==> src/hdl/bipartite_graph_check_macros.svh <==
// Assertion macros shared by the bipartite graph check RTL.
// Expects signals named clk and rst in the scope of each use.
`ifndef BIPARTITE_GRAPH_CHECK_MACROS_SVH
`define BIPARTITE_GRAPH_CHECK_MACROS_SVH

// Checked outside reset only.
`define BGC_ASSERT(lbl, prop, msg) \
  lbl: assert property (@(posedge clk) disable iff (rst) prop) else $error(msg);

// Checked on every edge, reset included.
`define BGC_ASSERT_ALWAYS(lbl, prop, msg) \
  lbl: assert property (@(posedge clk) prop) else $error(msg);

`endif

==> src/hdl/bgc_pkg.sv <==
// Shared types and constants of the bipartite graph check.
// No dependencies.
package bgc_pkg;

  localparam int MAX_NODES_DEF = 256;
  localparam int MAX_EDGES_DEF = 1024;
  localparam int NODE_W        = 8;
  localparam int CNT_W         = 9;
  localparam int DATA_W        = 32;
  localparam int ADDR_W        = 3;

  localparam logic [CNT_W-1:0] NODE_COUNT_RST = CNT_W'(1);
  localparam logic             REG_NODE_COUNT = 1'b0;

  typedef enum logic [1:0] {
    COL_NONE = 2'd0,
    COL_RED  = 2'd1,
    COL_BLUE = 2'd2
  } colour_t;

  typedef enum logic [3:0] {
    S_CLEAR,
    S_IDLE,
    S_ROOT,
    S_ROOT_CHK,
    S_FETCH,
    S_EDGE,
    S_COL,
    S_LIST,
    S_POP,
    S_POP_RD,
    S_POP_LD,
    S_DONE
  } state_t;

  typedef struct packed {
    logic clr;
    logic load;
    logic root_next;
    logic root_push;
    logic list_ld;
    logic fetch;
    logic edge_chk;
    logic push;
    logic fail;
    logic pop;
    logic pop_rd;
    logic pop_ld;
    logic finish;
  } cmd_t;

  typedef struct packed {
    logic clr_last;
    logic root_done;
    logic root_coloured;
    logic top_exhausted;
    logic tgt_out;
    logic tgt_uncoloured;
    logic tgt_conflict;
    logic depth_one;
  } status_t;

endpackage

==> src/hdl/bgc_ctrl.sv <==
// Controller of the bipartite graph check: sequences clear, load and walk.
// Depends on bgc_pkg.
module bgc_ctrl
  import bgc_pkg::*;
(
  input  logic    clk,
  input  logic    rst,
  input  logic    start,
  input  logic    last,
  input  status_t status,
  output cmd_t    cmd,
  output logic    busy
);

  state_t state, state_next;

  always_ff @(posedge clk) begin
    if (rst) begin
      state <= S_CLEAR;
    end else begin
      state <= state_next;
    end
  end

  always_comb begin
    state_next = state;
    unique case (state)
      S_CLEAR:    if (status.clr_last) state_next = S_IDLE;
      S_IDLE:     if (start && last) state_next = S_ROOT;
      S_ROOT:     state_next = status.root_done ? S_DONE : S_ROOT_CHK;
      S_ROOT_CHK: state_next = status.root_coloured ? S_ROOT : S_LIST;
      S_LIST:     state_next = S_FETCH;
      S_FETCH:    state_next = status.top_exhausted ? S_POP : S_EDGE;
      S_EDGE:     state_next = status.tgt_out ? S_FETCH : S_COL;
      S_COL: begin
        if (status.tgt_uncoloured) state_next = S_LIST;
        else if (status.tgt_conflict) state_next = S_DONE;
        else state_next = S_FETCH;
      end
      S_POP:      state_next = status.depth_one ? S_ROOT : S_POP_RD;
      S_POP_RD:   state_next = S_POP_LD;
      S_POP_LD:   state_next = S_FETCH;
      S_DONE:     state_next = S_CLEAR;
      default:    state_next = S_CLEAR;
    endcase
  end

  always_comb begin
    cmd  = '0;
    busy = 1'b1;
    unique case (state)
      S_CLEAR: cmd.clr = 1'b1;
      S_IDLE: begin
        busy     = 1'b0;
        cmd.load = start;
      end
      S_ROOT:     cmd = '0;
      S_ROOT_CHK: begin
        cmd.root_next = status.root_coloured;
        cmd.root_push = !status.root_coloured;
      end
      S_LIST:  cmd.list_ld = 1'b1;
      S_FETCH: cmd.fetch = !status.top_exhausted;
      S_EDGE:  cmd.edge_chk = !status.tgt_out;
      S_COL: begin
        cmd.push = status.tgt_uncoloured;
        cmd.fail = !status.tgt_uncoloured && status.tgt_conflict;
      end
      S_POP: begin
        cmd.pop       = !status.depth_one;
        cmd.root_next = status.depth_one;
      end
      S_POP_RD: cmd.pop_rd = 1'b1;
      S_POP_LD: cmd.pop_ld = 1'b1;
      S_DONE:   cmd.finish = 1'b1;
      default:  cmd = '0;
    endcase
  end

endmodule

==> config.mk <==
export PLATFORM = sky130hd
export DESIGN_NAME = bgc_ctrl
export DESIGN_NICKNAME = d
export VERILOG_FILES = /design/src/hdl/bipartite_graph_check_macros.svh /design/src/hdl/bgc_pkg.sv /design/src/hdl/bgc_ctrl.sv
export SDC_FILE = /design/constraint.sdc
export NUM_CORES = 1
export LEC_CHECK = 0
export BUFFER_PORTS_ARGS = -buffer_cell sky130_fd_sc_hd__buf_2
export CAP_MARGIN = 30
export CORE_AREA = 8 8 45 47
export CTS_CLUSTER_SIZE = 14
export DETAILED_ROUTE_END_ITERATION = 7
export DIE_AREA = 0 0 53 55
export GPL_TIMING_DRIVEN = 0
export PLACE_DENSITY_LB_ADDON = 0.12
export SYNTH_ARGS = -nofsm -noshare
export SYNTH_HDL_FRONTEND = slang
export SYNTH_SLANG_ARGS = --single-unit
==> constraint.sdc <==
create_clock -name clk -period 1.39 [get_ports clk]
set_clock_uncertainty 0.05 [all_clocks]
set_input_delay 0.139 -clock clk [delete_from_list [all_inputs] [get_ports clk]]
set_output_delay 0.139 -clock clk [all_outputs]
set_load 0.02 [all_outputs]
==> impl_metrics.json, run 1 <==
{
  "status": "finished with violations",
  "violations": "negative setup slack",
  "routabilityCongestion": 0.763,
  "ctsHoldBuffers": 0,
  "largest_reg_flops": 4,
  "chipWidth_um": 53,
  "async_flop_share": 0,
  "drt_pre_antenna_iters": 4,
  "grt-ovfl-total": 0,
  "drive_gt1_frac": 0.557,
  "cts_sinks": 4,
  "synth.distinct_cells": 31,
  "synth_edf_count": 0,
  "clock.fmax_ghz": 0.709,
  "syn-cell-area_um2": 482,
  "cts_root_buf": "clkbuf_4",
  "antenna_found_initial": 0,
  "grt_max_degree": 11,
  "slew_violations": 0,
  "pre_cts_ws_ns": -0.0745,
  "io_buffers": 25,
  "ant_nets": 0,
  "grt_pass1_wl_mm": 2.70,
  "powerDensity_mw_per_mm2": 1000,
  "cts_max_level": 1,
  "ios": 26,
  "dpl-instance-area_um2": 644,
  "slowest_stage": "dfxtp_4",
  "cap_violations": 0,
  "initial_core_util": 0.348,
  "fin_cells": 122,
  "wl_per_cell_um": 14.9,
  "numCtsBuffers": 3,
  "first_global_vias": 606,
  "hold_violations": 0,
  "arrival_ns": 1.53,
  "path_clk_slew_ns": 0.03,
  "die_h_um": 55,
  "dr_total_vias": 655,
  "drc_errors": 0,
  "n_antenna_cell": 0,
  "endpoint_kind": "flop",
  "fp.dieArea_mm2": 0.00292,
  "synth-seq-cells": 4,
  "area_growth_pct": 88.1,
  "core-area_mm2": 0.00138,
  "path_max_fanout": 7,
  "top_register": "state",
  "clockBufferDepth": 2,
  "finalCritPeriodShare": 1.01,
  "routed_wl_mm": 1.81,
  "dp.cells": 110,
  "fin_area_um2": 906,
  "reg_top3": "state: 4 flops",
  "yosysSeqAreaShare": 0.166,
  "clock_latency_ns": 0.23,
  "dp_hpwl_mm": 1.26,
  "ff2ff_path_depth": 6,
  "layout_setup_ws_ns": -0.0208,
  "cp_slowest_stage_delay_ns": 0.36,
  "worstMarginPinSlew_ns": 0.305,
  "start_kind": "flop",
  "crit_type": "flop to flop",
  "worstHoldPathCells": 2,
  "fin_nets": 120,
  "cp.required_ns": 1.51,
  "leakage_nw": 0.406,
  "layout_min_cycle_time_ns": 1.41,
  "synth_flop_cell": "dfxtp_1",
  "grt.total_usage": 0.118,
  "yosys_warnings": 0,
  "syn_inst": 69,
  "setup_violations": 2,
  "cts_tree": "yes",
  "via_per_inst": 5.37,
  "rows": 14,
  "syn_area_per_cell_um2": 6.98,
  "syn_nets": 81,
  "maxSlewHeadroom": 0.796,
  "r2r_setup_slack_ns": -0.02,
  "holdCritPathClass": "input pin to flop",
  "power.ir.vdd_worst_uv": 678,
  "path_cells": "buf_6 -> buf_4 -> nor3b_2 -> a31oi_1 -> o32ai_1 -> o21ba_1",
  "rsz0062_at_grt": "true",
  "drt_iter0_markers": 10
}
==> stage by stage <==
stage / utilization / TNS [ns] / power (mW) / hold slack [ns]
after floorplan: - / 0 / 0.467 / 0.158
after CTS: 0.556 / -0.0250 / 0.820 / 0.0579
after detailed placement: 0.466 / -0.0993 / 0.582 / 0.314
final: 0.655 / -0.0260 / 0.906 / 0.0648
after global placement: 0.466 / -0.117 / 0.580 / 0.315
after global routing: 0.655 / -0.330 / 0.969 / 0.0784
==> placed cells by master (no fill, tap or decap), drive strengths merged <==
master and instances:
nand2b 7, a21oi 4, a21o 1, nor3b 1, nor4 4, o32ai 1
nor3 5, buf 37, inv 2, o211a 1, and2 2, o21ba 1
o221a 1, o21ai 4, dfxtp 4, o22a 1, clkinv 1, nand3 1
and4bb 2, and2b 1, clkbuf 4, and3 1, a31oi 3, nor2 7
a211oi 1, o22ai 1, nand2 7, nand4 1
==> Yosys cell counts (2+ instances only) <==
library cell	count	area share
a31oi_1	3	0.039
inv_1	2	0.016
nand2b_1	7	0.091
nor4_1	2	0.026
nand2_1	7	0.055
a21oi_1	4	0.042
o21ai_0	3	0.031
nor3_1	4	0.042
and2_1	2	0.026
and4bb_1	2	0.052
buf_2	3	0.031
dfxtp_1	4	0.17
nor2_1	7	0.055
nor4_2	2	0.052
==> worst paths after layout <==
kind	start	end
hold / removal	rst	state[2]$_SDFFE_PP0P_
setup / recovery	state[2]$_SDFFE_PP0P_	state[3]$_SDFFE_PP0P_
hold reg to reg	state[1]$_SDFFE_PP0P_	state[2]$_SDFFE_PP0P_
setup reg to reg	state[2]$_SDFFE_PP0P_	state[3]$_SDFFE_PP0P_
==> layer usage <==
| metal | up-vias | track usage | wire, µm |
|---|---|---|---|
| li1 | 331 | - | - |
| met1 | 312 | 0.146 | 756 |
| met2 | 12 | 0.195 | 968 |
| met3 | 0 | 0.0160 | 89 |
| met4 | 0 | 0.0603 | 0 |
| met5 | - | 0 | 0 |
==> where the power goes <==
group          switching, mW  internal (mW)  leakage, nW  total, mW
Sequential            0.0475          0.143       0.0356      0.190
Combinational          0.295          0.284        0.357      0.579
Clock                 0.0408         0.0961       0.0138      0.137
Total                  0.383          0.523        0.406      0.906
==> critical path, delay by kind of cell (launching register included) <==
kind | cells | cell delay, ns
buffers and inverters | 2 | 0.28
AND/OR/NAND/NOR | 1 | 0.16
AO/OA/AOI/OAI | 3 | 0.49
flip-flops | 1 | 0.36
==> area by class of cell <==
| type | instances | area (µm²) |
|---|---|---|
| fill | 128 | 478 |
| multi-input combinational | 58 | 442 |
| timing repair buffer | 34 | 240 |
| sequential | 4 | 95.1 |
| buffer | 4 | 62.6 |
| inverter | 3 | 23.8 |
| clock buffer | 3 | 22.5 |
| tap | 16 | 20.0 |
==> logic make-up (layout without fill, tap and decap cells) <==
logic type,after synthesis,in the layout,share of synthesized area
DFF,4,4,0.166
and+or+nand+nor,39,39,0.496
AOI/OAI and AO/OA,19,19,0.268
buffers and inverters,7,44,0.0701
==> timing repair <==
action | CTS | global route
cloned | 0 | 1
gates resized for setup | 24 | 18
buffers inserted | 3 | 5
endpoints found under the setup margin | 14 | 10
pin swaps | 3 | 4
(Power assumes the default switching activity.)
==> run 2: changes to the inputs <==
--- a/config.mk
+++ b/config.mk
@@ -13,6 +13,8 @@
 export DIE_AREA = 0 0 53 55
 export GPL_TIMING_DRIVEN = 0
 export PLACE_DENSITY_LB_ADDON = 0.12
+export SETUP_SLACK_MARGIN = 0.02
+export SLEW_MARGIN = 20
 export SYNTH_ARGS = -nofsm -noshare
 export SYNTH_HDL_FRONTEND = slang
 export SYNTH_SLANG_ARGS = --single-unit
==> run 2 against run 1 <==
  * The run still ends with negative setup slack left
  * Design area is 1.4% lower
  * Highest routed layer unchanged
  * Hold slack better by 0.0011 ns
  * Critical path type is now flop to output pin
  * Die area stayed put
  * Worst setup slack better by 0.015 ns
==> impl_metrics.json, run 2 (synthesis results as in run 1) <==
{
  "status": "finished with violations",
  "violations": "negative setup slack",
  "intPower_uw": 505,
  "initial_core_util": 0.348,
  "cts_root_buf": "clkbuf_4",
  "wl_per_cell_um": 14.7,
  "rsz0062_at_grt": "true",
  "start_kind": "flop",
  "leakage_nw": 0.400,
  "numCtsBuffers": 3,
  "drt_pre_antenna_iters": 3,
  "fin_area_um2": 893,
  "powerDensity_mw_per_mm2": 990,
  "slew_violations": 0,
  "cap_violations": 0,
  "core-area_mm2": 0.00138,
  "setup_violations": 1,
  "cp.required_ns": 1.20,
  "hold_violations": 0,
  "ant_nets": 0,
  "pwr-share-comb": 0.630,
  "pre_cts_ws_ns": -0.0745,
  "p_sw_uw": 379,
  "routed_wl_mm": 1.76,
  "drc_errors": 0,
  "drive_gt1_frac": 0.567,
  "maxSlewHeadroom": 0.820,
  "path_max_fanout": 9,
  "ctsHoldBuffers": 0,
  "via_per_inst": 5.38,
  "fp.dieArea_mm2": 0.00292,
  "endpoint_kind": "output pin",
  "dpl-instance-area_um2": 644,
  "rows": 14,
  "p_clk_frac": 0.155,
  "multi_input_area_um2": 443,
  "power.ir.vdd_worst_uv": 666,
  "first_global_vias": 607,
  "drt_iter0_markers": 5,
  "dp_hpwl_mm": 1.26,
  "largest_reg_flops": 4,
  "layout_setup_ws_ns": -0.00553,
  "io_buffers": 25,
  "seq_area_um2": 92.6,
  "worstMarginPinSlew_ns": 0.271,
  "top_register": "state",
  "cts_max_level": 1,
  "clock_latency_ns": 0.23,
  "path_clk_slew_ns": 0.03,
  "power_uw": 885,
  "seqPwrFrac": 0.215,
  "routabilityCongestion": 0.763,
  "die_h_um": 55,
  "fill_cells": 129,
  "crit_type": "flop to output pin",
  "swShare": 0.429,
  "clock.fmax_ghz": 0.717,
  "final_common_cell": "buf_2",
  "chipWidth_um": 53,
  "layout_min_cycle_time_ns": 1.40,
  "clockBufferDepth": 2,
  "grt_pass1_wl_mm": 2.70,
  "setup_tns_ns": -0.00553,
  "grt_max_degree": 11,
  "ios": 26,
  "dr_total_vias": 645,
  "arrival_ns": 1.21,
  "n_antenna_cell": 0,
  "reg_top3": "state: 4 flops",
  "holdCritPathClass": "input pin to flop",
  "area_growth_pct": 85.5,
  "final_util": 0.646,
  "antenna_found_initial": 0,
  "grt-ovfl-total": 0,
  "finalCritPeriodShare": 1.00,
  "layout_common_cells": "buf_2, buf_4, nand2b_1, nor2_1, nand2_1",
  "cts_tree": "yes",
  "cts_sinks": 4,
  "fin_nets": 118,
  "grt.total_usage": 0.118
}
==> run 2: what timing repair did <==
action | 4_1_cts | 5_1_grt
gates resized for setup | 24 | 20
setup buffers | 3 | 3
gates cloned | 0 | 1
pin swaps | 3 | 3
setup endpoints to repair | 15 | 13
==> run 2: power by group through the flow <==
stage / clock network, mW / registers (mW) / logic, mW
floorplan: 0 / 0.161 / 0.305
global placement: 0 / 0.173 / 0.408
detailed placement: 0 / 0.172 / 0.410
CTS: 0.148 / 0.184 / 0.488
global route: 0.148 / 0.193 / 0.605
finish: 0.137 / 0.191 / 0.557
==> run 2: per-stage QoR <==
stage,instances,hold WS (ns)
after floorplan,69,0.158
after global placement,110,0.315
after detailed placement,110,0.314
after CTS,116,0.0579
after global routing,120,0.0802
final,120,0.0658
==> run 2: critical path: stages (launching register included) <==
cell      delay (ns)
dfxtp_4         0.36
nand2b_2        0.24
nor3_4          0.21
buf_4           0.17
==> run 2: area by class of cell <==
| type | count | area share |
|---|---|---|
| Clock buffer | 3 | 0.0252 |
| Buffer | 4 | 0.0644 |
| Inverter | 3 | 0.0266 |
| Tap cell | 16 | 0.0224 |
| Sequential cell | 4 | 0.104 |
| Multi-Input combinational cell | 58 | 0.496 |
| Timing Repair Buffer | 32 | 0.262 |
==> run 2: metal layers <==
layer / track usage / wire (µm)
met2: 0.199 / 923
met4: 0.0603 / 0
met5: 0 / 0
met3: 0.0160 / 87
met1: 0.143 / 752
==> run 2: worst paths after layout <==
path                               from               endpoint  slack, ns  cells past startpoint
setup / recovery  state[0]$_SDFFE_PP0P_                 cmd[4]     -0.006                      3
hold / removal                      rst  state[2]$_SDFFE_PP0P_       0.07                      2
setup reg to reg  state[2]$_SDFFE_PP0P_  state[3]$_SDFFE_PP0P_       0.02                      6
hold reg to reg   state[1]$_SDFFE_PP0P_  state[2]$_SDFFE_PP0P_       0.60                      3
==> run 3: changes to the inputs <==
--- a/config.mk
+++ b/config.mk
@@ -8,6 +8,7 @@
 export BUFFER_PORTS_ARGS = -buffer_cell sky130_fd_sc_hd__buf_2
 export CAP_MARGIN = 30
 export CORE_AREA = 8 8 45 47
+export CTS_BUF_LIST = sky130_fd_sc_hd__clkbuf_8
 export CTS_CLUSTER_SIZE = 14
 export DETAILED_ROUTE_END_ITERATION = 7
 export DIE_AREA = 0 0 53 55
==> run 3 against run 2 <==
  * The run still ends with negative setup slack left
  * Worst setup slack hardly changed
  * Register-to-register slack gained 0.02 ns
  * Maximum frequency barely moved
  * Clock power increased by 73%
  * Sequential power barely moved
  * Final cell count rose by 4.2%
  * Hold slack gained 0.024 ns
  * Highest routed layer unchanged
==> impl_metrics.json, run 3 (synthesis results as in run 1) <==
{
  "fin_area_um2": 968,
  "cts_max_level": 1,
  "slew_violations": 0,
  "swShare": 0.393,
  "initial_core_util": 0.348,
  "seqPwrFrac": 0.180,
  "finalCritPeriodShare": 1.00,
  "gr-usage-met3": 0.0134,
  "clock_latency_ns": 0.21,
  "antenna_found_initial": 0,
  "path_max_fanout": 8,
  "path_cells": "buf_8 -> inv_8 -> nand2_8 -> nor3_4 -> buf_6",
  "routabilityCongestion": 0.763,
  "grtUsageMet1": 0.156,
  "ios": 26,
  "grt.total_usage": 0.129,
  "first_global_vias": 641,
  "worstMarginPinSlew_ns": 0.324,
  "drive_gt1_frac": 0.587,
  "fp.dieArea_mm2": 0.00292,
  "grt_pass1_wl_mm": 2.95,
  "rsz0062_at_grt": "true",
  "top_register": "state",
  "arrival_ns": 1.21,
  "setup_violations": 1,
  "grt-busiest-layer": "met2",
  "intPower_uw": 640,
  "fin_nets": 123,
  "cts_sinks": 4,
  "cp.required_ns": 1.20,
  "drt_iter0_markers": 15,
  "pre_cts_ws_ns": -0.0745,
  "fin_cells": 125,
  "hold_slack_ns": 0.0898,
  "holdCritPathClass": "input pin to flop",
  "dp_hpwl_mm": 1.26,
  "final_common_cell": "buf_4",
  "clock.fmax_ghz": 0.716,
  "cts_root_buf": "clkbuf_8",
  "core-area_mm2": 0.00138,
  "dp.cells": 110,
  "ant_nets": 0,
  "drt_pre_antenna_iters": 4,
  "io_buffers": 25,
  "violations": "negative setup slack",
  "grt_use_met2": 0.225,
  "via_per_inst": 5.52,
  "rows": 14,
  "maxSlewHeadroom": 0.784,
  "critPathBufInv": 3,
  "cp_slowest_stage_delay_ns": 0.37,
  "p_clk_frac": 0.225,
  "crit_type": "flop to output pin",
  "endpoint_kind": "output pin",
  "routed_wl_mm": 1.90,
  "grt_max_degree": 11,
  "p_sw_uw": 414,
  "n_antenna_cell": 0,
  "power.ir.vdd_worst_uv": 722,
  "cap_violations": 0,
  "clockBufferDepth": 2,
  "drc_errors": 0,
  "chipWidth_um": 53,
  "status": "finished with violations",
  "path_clk_slew_ns": 0.03,
  "crit_family": "flip-flops",
  "reg_top3": "state: 4 flops",
  "setup_tns_ns": -0.00577,
  "layout_common_cells": "buf_4, buf_2, nand2b_1, nor2_1",
  "cts_tree": "yes",
  "grt-ovfl-total": 0,
  "pwr-share-comb": 0.595,
  "dpl-instance-area_um2": 644,
  "wl_per_cell_um": 15.2,
  "numCtsBuffers": 3,
  "start_kind": "flop",
  "die_h_um": 55,
  "layout_setup_ws_ns": -0.00577,
  "leakage_nw": 0.435,
  "hold_violations": 0,
  "largest_reg_flops": 4,
  "area_growth_pct": 101,
  "slowest_stage": "dfxtp_4",
  "layout_min_cycle_time_ns": 1.40,
  "powerDensity_mw_per_mm2": 1090,
  "dr_total_vias": 690
}
==> run 3: stage by stage <==
step | utilization | total power, mW
floorplan | - | 0.467
global placement | 0.466 | 0.580
detailed placement | 0.466 | 0.582
CTS | 0.609 | 0.967
global route | 0.700 | 1.12
finish | 0.700 | 1.05
==> run 3: power by group through the flow <==
| stage | registers (mW) | logic (mW) | clock network [mW] |
|---|---|---|---|
| floorplan | 0.161 | 0.305 | 0 |
| global placement | 0.173 | 0.408 | 0 |
| detailed placement | 0.172 | 0.410 | 0 |
| CTS | 0.189 | 0.532 | 0.247 |
| global route | 0.195 | 0.673 | 0.248 |
| finish | 0.190 | 0.627 | 0.237 |
==> run 3: final cells by class <==
cell class | count | area [µm²]
plain buffers | 4 | 52.6
clock buffers | 3 | 41.3
inverters | 3 | 18.8
well taps | 16 | 20.0
multi-input cells | 58 | 448
flip-flops and latches | 4 | 95.1
repair buffers | 37 | 293
fillers | 117 | 415
==> run 3: layer usage <==
metal	share of wire	vias to the layer above
met4	0	0
met5	0	-
met3	0.059	0
met2	0.54	21
li1	-	341
met1	0.40	328
==> run 3: what timing repair did <==
action,in CTS,in global routing
hold buffers,0,0
buffers inserted,6,4
gates resized for setup,25,23
gates cloned,2,0
pin swaps,3,2
setup endpoints to repair,14,11
==> run 3: path summary, 6_finish.rpt <==
check	from	endpoint	slack, ns	cells after the start
max reg2reg	state[3]$_SDFFE_PP0P_	state[1]$_SDFFE_PP0P_	0.04	4
max	state[3]$_SDFFE_PP0P_	cmd[4]	-0.006	5
min	rst	state[2]$_SDFFE_PP0P_	0.09	2
min reg2reg	state[1]$_SDFFE_PP0P_	state[2]$_SDFFE_PP0P_	0.59	3
